`config.mk`:
```
export PLATFORM = sky130hd
export DESIGN_NAME = date_difference_days
export DESIGN_NICKNAME = d
export VERILOG_FILES = /design/src/rtl/dd_pkg.sv /design/src/rtl/dd_year_prep.sv /design/src/rtl/dd_day_count.sv /design/src/rtl/date_difference_days.sv
export SDC_FILE = /design/constraint.sdc
export NUM_CORES = 2
export LEC_CHECK = 0
export ABC_AREA = 1
export BUFFER_PORTS_ARGS = -buffer_cell sky130_fd_sc_hd__buf_2
export CORE_MARGIN = 4
export CORE_UTILIZATION = 42
export CTS_BUF_LIST = sky130_fd_sc_hd__clkbuf_8
export DETAILED_ROUTE_END_ITERATION = 8
export GPL_TIMING_DRIVEN = 0
export HOLD_SLACK_MARGIN = 0.05
export PLACE_DENSITY = 0.6
export SLEW_MARGIN = 20
export SYNTH_ARGS = -nofsm -noshare
export SYNTH_HDL_FRONTEND = slang
export SYNTH_HIERARCHICAL = 1
export SYNTH_SLANG_ARGS = --single-unit
export TNS_END_PERCENT = 100
```
`constraint.sdc`:
```
create_clock -name clk -period 6.7 [get_ports clk]
set_input_delay 0.67 -clock clk [delete_from_list [all_inputs] [get_ports clk]]
set_output_delay 0.67 -clock clk [all_outputs]
set_load 0.01 [all_outputs]
```
`src/rtl/dd_pkg.sv`:
```
// Shared types and constants for the date difference pipeline.
// Field widths, reciprocal constants for division by 100, month offset table.
// No dependencies.
package dd_pkg;

  localparam int DAY_W  = 5;
  localparam int MON_W  = 4;
  localparam int YEAR_W = 14;
  localparam int OUT_W  = 22;

  // Largest year the input field can carry.
  localparam int YEAR_FIELD_MAX = (1 << YEAR_W) - 1;

  // Quotient widths for year/100 and year/400 over the full year field.
  localparam int Q100_W = 8;
  localparam int Q400_W = 6;

  // x/100 == (x * 5243) >> 19, exact for x below 2^14.
  localparam int RCP_W  = 13;
  localparam int RCP_SH = 19;
  localparam logic [RCP_W-1:0] RCP100 = 13'd5243;

  localparam logic [MON_W-1:0] MON_JAN = 4'd1;
  localparam logic [MON_W-1:0] MON_FEB = 4'd2;
  localparam logic [MON_W-1:0] MON_DEC = 4'd12;

  localparam int MOFF_W = 9;

  // Stage one result for one date.
  typedef struct packed {
    logic [DAY_W-1:0]  day;
    logic [MON_W-1:0]  mon;
    logic [YEAR_W-1:0] py;
    logic [Q100_W-1:0] q100;
    logic [Q400_W-1:0] q400;
  } dd_s1_t;

  // Days before the first of the month in a common year.
  function automatic logic [MOFF_W-1:0] dd_month_start(input logic [MON_W-1:0] mon);
    logic [MOFF_W-1:0] off;
    case (mon)
      4'd1:    off = 9'd0;
      4'd2:    off = 9'd31;
      4'd3:    off = 9'd59;
      4'd4:    off = 9'd90;
      4'd5:    off = 9'd120;
      4'd6:    off = 9'd151;
      4'd7:    off = 9'd181;
      4'd8:    off = 9'd212;
      4'd9:    off = 9'd243;
      4'd10:   off = 9'd273;
      4'd11:   off = 9'd304;
      4'd12:   off = 9'd334;
      default: off = 9'd0;
    endcase
    return off;
  endfunction

endpackage

```
`src/rtl/dd_year_prep.sv`:
```
// Stage one of one date: clamp month and year, form year-1 and its
// quotients by 100 and 400 through reciprocal multiplies. Uses dd_pkg.
module dd_year_prep #(
  parameter int YEAR_LIM = 9999
) (
  input  logic                       clk,
  input  logic [4:0]                 day,
  input  logic [3:0]                 month,
  input  logic [13:0]                year,
  output dd_pkg::dd_s1_t             s1_r
);
  import dd_pkg::*;

  localparam logic [YEAR_W-1:0] YR_MAX = YEAR_W'(YEAR_LIM);
  localparam int PROD_W = YEAR_W + RCP_W;

  logic [YEAR_W-1:0] yr_c;
  logic [YEAR_W-1:0] py_c;
  logic [MON_W-1:0]  mon_c;
  logic [YEAR_W-3:0] q4_c;
  logic [PROD_W-1:0] p100_c;
  logic [PROD_W-1:0] p400_c;
  dd_s1_t            s1_nxt;

  always_comb begin
    if (year == '0) begin
      yr_c = YEAR_W'(1);
    end else if (year > YR_MAX) begin
      yr_c = YR_MAX;
    end else begin
      yr_c = year;
    end
    if (month == '0) begin
      mon_c = MON_JAN;
    end else if (month > MON_DEC) begin
      mon_c = MON_DEC;
    end else begin
      mon_c = month;
    end
    py_c   = yr_c - YEAR_W'(1);
    q4_c   = py_c[YEAR_W-1:2];
    p100_c = PROD_W'(py_c) * PROD_W'(RCP100);
    p400_c = PROD_W'(q4_c) * PROD_W'(RCP100);
    s1_nxt.day  = day;
    s1_nxt.mon  = mon_c;
    s1_nxt.py   = py_c;
    s1_nxt.q100 = p100_c[RCP_SH +: Q100_W];
    s1_nxt.q400 = p400_c[RCP_SH +: Q400_W];
  end

  always_ff @(posedge clk) begin
    s1_r <= s1_nxt;
  end

endmodule

```
`src/rtl/dd_day_count.sv`:
```
// Stages two and three of one date: day count of earlier years, leap test,
// month offset, then the final day number. Uses dd_pkg.
module dd_day_count #(
  parameter int DN_W = 22
) (
  input  logic                clk,
  input  dd_pkg::dd_s1_t      s1,
  output logic [DN_W-1:0]     dn_r
);
  import dd_pkg::*;

  localparam int MUL_W = YEAR_W + 9;

  logic [YEAR_W-1:0] m100_c;
  logic [YEAR_W-1:0] m400_c;
  logic [YEAR_W-1:0] r100_c;
  logic [YEAR_W-1:0] r400_c;
  logic [MUL_W-1:0]  x365_c;
  logic              leap_c;
  logic [DN_W-1:0]   yd_nxt;
  logic [DN_W-1:0]   yd_r;
  logic [MOFF_W-1:0] moff_r;
  logic              ladd_r;
  logic [DAY_W-1:0]  day_r;
  logic [DN_W-1:0]   dn_nxt;

  always_comb begin
    m100_c = (YEAR_W'(s1.q100) << 6) + (YEAR_W'(s1.q100) << 5) + (YEAR_W'(s1.q100) << 2);
    m400_c = (YEAR_W'(s1.q400) << 8) + (YEAR_W'(s1.q400) << 7) + (YEAR_W'(s1.q400) << 4);
    r100_c = s1.py - m100_c;
    r400_c = s1.py - m400_c;
    // year is leap when year-1 ends a block of 4 but not of 100, or ends a block of 400
    leap_c = ((s1.py[1:0] == 2'b11) && (r100_c != YEAR_W'(99))) || (r400_c == YEAR_W'(399));
    x365_c = MUL_W'(s1.py) * MUL_W'(365);
    yd_nxt = DN_W'(x365_c) + DN_W'(s1.py[YEAR_W-1:2]) - DN_W'(s1.q100) + DN_W'(s1.q400);
    dn_nxt = yd_r + DN_W'(moff_r) + DN_W'(ladd_r) + DN_W'(day_r);
  end

  always_ff @(posedge clk) begin
    yd_r   <= yd_nxt;
    moff_r <= dd_month_start(s1.mon);
    ladd_r <= leap_c && (s1.mon > MON_FEB);
    day_r  <= s1.day;
    dn_r   <= dn_nxt;
  end

endmodule

```
`src/rtl/date_difference_days.sv`:
```
// Gregorian date difference: absolute days between two dates, 4-stage pipeline.
// Registers in order: s1_r, then year days, month offset and leap bit, then dn_r,
// then diff_r; a valid shift register moves beside them and drives out_valid.
// Throughput: one item per cycle; busy never rises, so start may stay high.
// Reset (rst_n low, synchronous) drops every item in flight; no result follows.
// Results are not held: out_valid marks a single cycle, the receiver cannot stall.
// Depends on dd_pkg, dd_year_prep and dd_day_count.
module date_difference_days #(
  parameter int MAX_YEAR = 9999
) (
  input  logic        clk,
  input  logic        rst_n,
  input  logic        start,
  output logic        busy,
  input  logic [4:0]  in_first_day,
  input  logic [3:0]  in_first_month,
  input  logic [13:0] in_first_year,
  input  logic [4:0]  in_second_day,
  input  logic [3:0]  in_second_month,
  input  logic [13:0] in_second_year,
  output logic        out_valid,
  output logic [21:0] out_day_difference
);
  import dd_pkg::*;

  // Years beyond what the field holds never reach the clamp.
  localparam int YEAR_LIM = (MAX_YEAR > YEAR_FIELD_MAX) ? YEAR_FIELD_MAX : MAX_YEAR;
  // Day number width: whole years plus one year of months and days.
  localparam int DN_W = $clog2(YEAR_LIM * 366 + 64);

  logic            in_acc;
  logic [3:0]      vld_r;
  logic [3:0]      vld_nxt;
  dd_s1_t          s1_a;
  dd_s1_t          s1_b;
  logic [DN_W-1:0] dn_a;
  logic [DN_W-1:0] dn_b;
  logic [DN_W-1:0] diff_c;
  logic [OUT_W-1:0] diff_r;

  // The pipeline never stalls, so the block is always ready for an item.
  assign busy   = 1'b0;
  assign in_acc = start && !busy;

  // Stage 1: clamp and reciprocal divides, one unit per date.
  dd_year_prep #(.YEAR_LIM(YEAR_LIM)) u_prep_a (
    .clk   (clk),
    .day   (in_first_day),
    .month (in_first_month),
    .year  (in_first_year),
    .s1_r  (s1_a)
  );

  dd_year_prep #(.YEAR_LIM(YEAR_LIM)) u_prep_b (
    .clk   (clk),
    .day   (in_second_day),
    .month (in_second_month),
    .year  (in_second_year),
    .s1_r  (s1_b)
  );

  // Stages 2 and 3: year days and leap test, then the day number.
  dd_day_count #(.DN_W(DN_W)) u_count_a (
    .clk  (clk),
    .s1   (s1_a),
    .dn_r (dn_a)
  );

  dd_day_count #(.DN_W(DN_W)) u_count_b (
    .clk  (clk),
    .s1   (s1_b),
    .dn_r (dn_b)
  );

  // Stage 4: magnitude of the difference, keep the low output bits.
  always_comb begin
    diff_c  = (dn_a > dn_b) ? (dn_a - dn_b) : (dn_b - dn_a);
    vld_nxt = {vld_r[2:0], in_acc};
  end

  always_ff @(posedge clk) begin
    diff_r <= OUT_W'(diff_c);
  end

  // Valid bits advance in lockstep with the payload stages.
  always_ff @(posedge clk) begin
    if (!rst_n) begin
      vld_r <= '0;
    end else begin
      vld_r <= vld_nxt;
    end
  end

  assign out_valid          = vld_r[3];
  assign out_day_difference = diff_r;

  // Every accepted item yields exactly one result once it has passed every pipeline stage.
  a_acc_to_out: assert property (@(posedge clk) disable iff (!rst_n)
    in_acc |-> ##4 out_valid)
    else $error("accepted item produced no result");

  // A result only appears for an item that was accepted and has passed every pipeline stage.
  a_out_from_acc: assert property (@(posedge clk) disable iff (!rst_n)
    out_valid |-> $past(in_acc, 4))
    else $error("result without an accepted item");

  // Identical dates give a zero difference.
  a_same_date_zero: assert property (@(posedge clk) disable iff (!rst_n)
    (in_acc && (in_first_day == in_second_day) && (in_first_month == in_second_month)
     && (in_first_year == in_second_year)) |-> ##4 (out_valid && (out_day_difference == '0)))
    else $error("equal dates gave nonzero difference");

endmodule

```
**Word level (Yosys, flattened, before mapping)**

Memories as Yosys holds them, arrays and structs flattened. A register that Yosys moved wholly into a read port is not among the register bits.
Index checks and enable logic that the tools add are counted.

- Memories kept: 2
- ROM bits: 288
- Output and inout port bits: 24
- Bits in writable memories: 0
- Bits in latches: 0
- Logic and storage cells: 90
- Register bits after elaboration: 200

Memory list:

| memory | words | bits a word | read ports | clocked after Yosys merged registers in | wr ports | RTL line | text |
|---|---|---|---|---|---|---|---|
| (name not given) | 16 | 9 | 1 | 1 | 0 | dd_pkg.sv:41 | `case (mon)` |
| (name not given) | 16 | 9 | 1 | 1 | 0 | dd_pkg.sv:41 |  |

- Order comparisons: 7
- Reductions and logical operators: 12
- Shift-type cells: 0
- Eq/ne operators: 6
- Div/mod/pow operators: 0
- Bitwise gates (word level): 0
- Multiplexer cells: 7
- Add/sub/neg operators: 28
- Multiply operators: 6

Operators by type and width:

| kind | count |
|---|---|
| $add 14x10->14 | 4 |
| $add 14x13->14 | 4 |
| $mux 14 | 4 |
| $sub 14x14->14 | 4 |
| $mul 14x13->27 const B | 2 |
| $mul 12x13->25 const B | 2 |
| $add 22x1->22 | 2 |
| $add 22x12->22 | 2 |
| $add 22x5->22 | 2 |
| $add 22x6->22 | 2 |
| $add 22x9->22 | 2 |
| $mul 14x9->22 const B | 2 |
| $sub 22x22->22 | 2 |
| $sub 22x8->22 | 2 |
| $eq 14x9->1 const B | 2 |
| $gt 14x14->1 const B | 2 |
| $logic_not 14->1 | 2 |
| $ne 14x7->1 const B | 2 |
| $sub 14x1->14 const B | 2 |
| $gt 22x22->1 | 1 |
| $mux 22 | 1 |
| $gt 4x2->1 const B | 2 |
| $gt 4x4->1 const B | 2 |
| $logic_not 4->1 | 2 |
| other kinds (5) | 12 |

**Logic depth before layout (Yosys ltp)**

- Word-level depth: 7
- Gate-level depth with buffers: 38
- Gate-level depth less buffers: 38

**Modules after synthesis**

Netlist, hierarchy kept.

Modules (own cells, without submodules):

| module | cells each | instances | area each (um^2) |
|---|---|---|---|
| dd_day_count | 939 | 2 | 7,922.6 |
| dd_year_prep (u_prep_a) | 941 | 1 | 7,763.7 |
| dd_year_prep (u_prep_b) | 936 | 1 | 7,736.2 |
| date_difference_days | 705 | 1 | 3,881.2 |

**Least setup slack after synthesis**

Ideal clock, no wire load.

- Path type: input to register
- From: input port in_second_year[4]
- To: register u_prep_b/s1_r[13] in the netlist's numbering
- Path buffers: 0
- Data required time: 6,577 ps
- Library setup time: 123 ps
- Stages on the path: 29
- Data arrival time: 6,345 ps
- Slack: 232 ps
- Cells stage by stage: nor2_1 -> nand2_1 -> nand2_1 -> nand2_2 -> nand2_4 -> inv_1 -> nor2_1 -> ha_1 -> nand4_2 -> nor2_4 -> xor2_1 -> inv_1 -> fa_1 -> inv_1 -> ha_1 -> inv_1 -> fa_1 -> inv_1 -> fa_1 -> inv_1 -> fa_1 -> inv_1 -> ha_1 -> nand2_1 -> nor4_1 -> nand3_1 -> nand3_1 -> a21oi_1 -> xor2_1

- Cells in the longest elaborated chain, start to end: 5
- Elaborated cells between the ends (all ways): 6
- Classes of those cells: 1 x add/sub; 1 x mul; 1 x order compare; 2 x mux; 1 x reduce/logical

RTL lines:

| item | RTL line | text |
|---|---|---|
| start, declared | date_difference_days.sv:20 | `input logic [13:0] in_second_year,` |
| $gt 14x14->1 | dd_year_prep.sv:28 | `end else if (year > YR_MAX) begin` |
| $mux 14 | dd_year_prep.sv:28 |  |
| $mux 14 * | dd_year_prep.sv:26 | `if (year == '0) begin` |
| $sub 14x1->14 * | dd_year_prep.sv:40 | `py_c = yr_c - YEAR_W'(1);` |
| named net u_prep_b.py_c[8] | dd_year_prep.sv:18 | `logic [YEAR_W-1:0] py_c;` |
| $mul 14x13->27 * | dd_year_prep.sv:42 | `p100_c = PROD_W'(py_c) * PROD_W'(RCP100);` |
| named net u_prep_b.p100_c[26] | dd_year_prep.sv:21 | `logic [PROD_W-1:0] p100_c;` |
| end signal, assigned | dd_year_prep.sv:52 | `s1_r <= s1_nxt;` |
| end, declared | dd_year_prep.sv:10 | `output dd_pkg::dd_s1_t s1_r` |

Mark *: on every way through the listed nets, which the timed path passes. The rest lies on a longest branch.
A chain may end at the register's enable or synchronous reset.

**Worst setup path in the final report**

- From: input port in_first_year[10]
- To: register u_prep_a/s1_r[4] in the netlist's numbering

- Cells in the longest elaborated chain, start to end: 5
- Elaborated cells between the ends (all ways): 6
- Classes of those cells: 1 x add/sub; 1 x mul; 1 x order compare; 2 x mux; 1 x reduce/logical

RTL lines:

| item | RTL line | text |
|---|---|---|
| start, declared | date_difference_days.sv:17 | `input logic [13:0] in_first_year,` |
| $gt 14x14->1 | dd_year_prep.sv:28 |  |
| $mux 14 | dd_year_prep.sv:28 |  |
| $mux 14 * | dd_year_prep.sv:26 |  |
| $sub 14x1->14 * | dd_year_prep.sv:40 |  |
| named net u_prep_a.py_c[13] | dd_year_prep.sv:18 |  |
| $mul 12x13->25 * | dd_year_prep.sv:43 | `p400_c = PROD_W'(q4_c) * PROD_W'(RCP100);` |
| named net u_prep_a.p400_c[23] | dd_year_prep.sv:22 | `logic [PROD_W-1:0] p400_c;` |
| end signal, assigned | dd_year_prep.sv:52 |  |
| end, declared | dd_year_prep.sv:10 |  |

Marked as above.

==> metrics.md <==
| Metric | Value |
|---|---|
| # port buffers | 71 |
| Max Fanout on Critical Path | 9 |
| Max Fclk | 0.158 GHz |
| DR pass1 iterations | 5 |
| Syn. warnings | 6 |
| CTS tree | yes |
| Period utilisation layout | 0.942 |
| R2R depth | 15 |
| Max incr delay on CP | 520 ps |
| Synthesized area | 35200 um2 |
| Type of origin of the critical path | input port |
| Relative slew slack | 0.513 |
| WP buf/inv | 11 |
| Area growth syn-to-layout | 7.65% |
| Core area | 82600 um2 |
| Yosys top cell by area | fa_1 |
| Nets@finish | 5676 |
| Antenna Violating Nets Remaining | 0 |
| Synthesized instance count | 4460 |
| Antenna violations before repair | 2 |
| Finish-stage setup viols | 0 |
| Worst Skew | 22.2 ps |
| Vias in the first global route | 27400 |
| Synth unique cells | 60 |
| Worst-path clk slew | 60 ps |
| Avg Cell Area, Syn | 7.90 um2 |
| CP arrival | 6770 ps |
| Worst Setup End Kind | flip-flop |
| Fin area | 37900 um2 |
| Status | finished, final reports clean |
| Largest net degree at the start of global routing | 12 |
| Placed cells | 5602 |
| Hold wc startpoint | in_first_day[2] |
| Post-synthesis register bit count | 218 |
| CP most frequent cell | inv_1 |
| Via density | 4.69 |
| Initial Util | 0.426 |
| Yosys top cell area share | 0.232 |
| Worst EP required | 7160 ps |
| Family with the most delay on the worst path | adder cells |
| Register area share after synthesis | 0.124 |
| Critical path class | input port to flip-flop |
| Commonest non-fill, non-tap cell in the layout | inv_1 |
| Later-pin clock latency in the skew report | 580 ps |
| Height of the die | 298 um |
| Internal reg-to-reg setup slack | 1610 ps |
| Clock root cell | clkbuf_8 |
| Die Wd | 298 um |
| Most frequent cells in the layout | inv_1 (1182), nand2_1 (824), ha_1 (645), fa_1 (408), nor2_1 (225) |
| Minimum clock period | 6310 ps |
| WHS Path Cells | 1 |
| Fin. max-slew vios | 0 |
| Async SR Flop Fraction | 0 |
| Num CTS Buffers | 39 |
| Total grt overflow | 0 |
| Total track usage | 0.181 |
| Filler-free cell count of the finished design | 5673 |
| First-pass GRT wire length | 133000 um |
| Worst hold path type | input port to flip-flop |
| Reg-to-Reg End | u_count_a/yd_r[15] |
| DR iter-0 viols | 942 |
| Max Cap Viol | 0 |
| Hold Path End | u_prep_a/s1_r[34] |
| Slowest cell on crit path | fa_1 |
| I/O pins | 73 |
| Gpl congestion | 0.902 |
| Routed len/inst | 13.8 um |
| RR Startpoint | u_prep_a/s1_r[22] |
| Largest cells by area after synthesis | fa_1 (23%), ha_1 (23%), inv_1 (13%), dfxtp_1 (12%), nand2_1 (8.8%) |
| Worst setup margin | 386 ps |
| Tightest Pin Transition | 730 ps |
| Max Root-Sink Buffers | 3 |
| Placed inst area | 36900 um2 |
| Vias after detailed routing | 26600 |
| Main synth FF type | dfxtp_1 |
| EDFF count, synth | 0 |
| Num Clock Sinks | 218 |
| Placement Setup Slack | -850 ps |
| Drt drc | 0 |
| Row Count | 105 |
| Layout cell share with drive strength beyond 1 | 0.0661 |
| Syn Nets | 5562 |
| Post-DP HPWL | 69600 um |
| CTS H-tree lvls | 2 |
| Die area | 88600 um2 |
| Final WL | 78500 um |
| Fin. Hold Viols | 0 |
-- worst max path at each step --
stage	from	to	slack [ps]	depth (start not counted)
6_report	in_first_year[10]	u_prep_a/s1_r[4]	390	38
3_3_place_gp	in_second_year[11]	u_prep_b/s1_r[13]	-1240	28
2_1_floorplan	in_second_year[4]	u_prep_b/s1_r[13]	230	29
5_1_grt	in_second_year[4]	u_prep_b/s1_r[2]	-3	34
4_1_cts	in_first_year[4]	u_prep_a/s1_r[13]	10	28
3_5_place_dp	in_second_year[4]	u_prep_b/s1_r[13]	-850	30
-- synthesized netlist by cell type, types with 15 or more instances --
library cell,n
nand3_1,174
a21oi_1,171
o211ai_1,16
o21ai_2,15
xor2_1,102
nand2_2,27
inv_2,15
dfxtp_1,218
ha_1,645
inv_1,1183
nor2_1,228
fa_1,408
o21ai_0,87
xnor2_1,64
nand4_1,40
o21bai_1,18
nand2_1,824
nor3_1,33
a21o_1,15
-- repair_timing --
item / 4_1_cts / 5_1_grt
gates resized for setup: 3 / 19
pin swaps: 0 / 2
buffers inserted: 0 / 1
endpoints found under the hold margin: 0 / 0
hold buffers: 0 / 0
endpoints found under the setup margin: 12 / 27
-- layer usage --
| metal | GRT usage | share of wire | wire length [um] |
|---|---|---|---|
| met2 | 0.314 | 0.47 | 36800 |
| met3 | 0.0194 | 0.033 | 2600 |
| met1 | 0.241 | 0.47 | 36900 |
| met4 | 0.0502 | 0.029 | 2270 |
| met5 | 0 | 0 | 0 |
-- final cells by class --
cell class / count / area [um2]
Fill cell: 8289 / 44700
Clock inverter: 22 / 220
Multi-Input combinational cell: 3017 / 26300
Buffer: 26 / 189
Antenna cell: 1 / 2.50
Timing Repair Buffer: 73 / 374
Tap cell: 1070 / 1340
Inverter: 1199 / 4510
Sequential cell: 218 / 4360
Clock buffer: 47 / 647
-- stage by stage --
stage | TNS [ps] | utilization | hold WS [ps]
floorplan | 0 | - | 310
global placement | -21570 | 0.447 | 314
detailed placement | -16340 | 0.447 | 315
CTS | 0 | 0.458 | 121
global route | -2.94 | 0.459 | 126
finish | 0 | 0.459 | 190
-- kinds of logic after synthesis --
kind of cell             synth area share
flip-flops                          0.124
buffers and inverters               0.133
AO/OA/AOI/OAI                      0.0661
other                            0.000106
adder cells (fa/ha/maj)             0.461
AND/OR/NAND/NOR                     0.174
XOR/XNOR                           0.0417
-- state kept, by name, summed over array words and instances, names as in the netlist, 4 cells and up --
register,cells
u_prep_a/s1_r,37
u_prep_b/s1_r,37
out_day_difference,22
u_count_a/dn_r,22
u_count_a/yd_r,22
u_count_b/dn_r,22
u_count_b/yd_r,22
u_count_a/moff_r,9
u_count_b/moff_r,9
u_count_a/day_r,5
u_count_b/day_r,5
vld_r,4
Power is not shown: default switching activity piles up to over one toggle a cycle in this logic, so the estimate is an artifact.
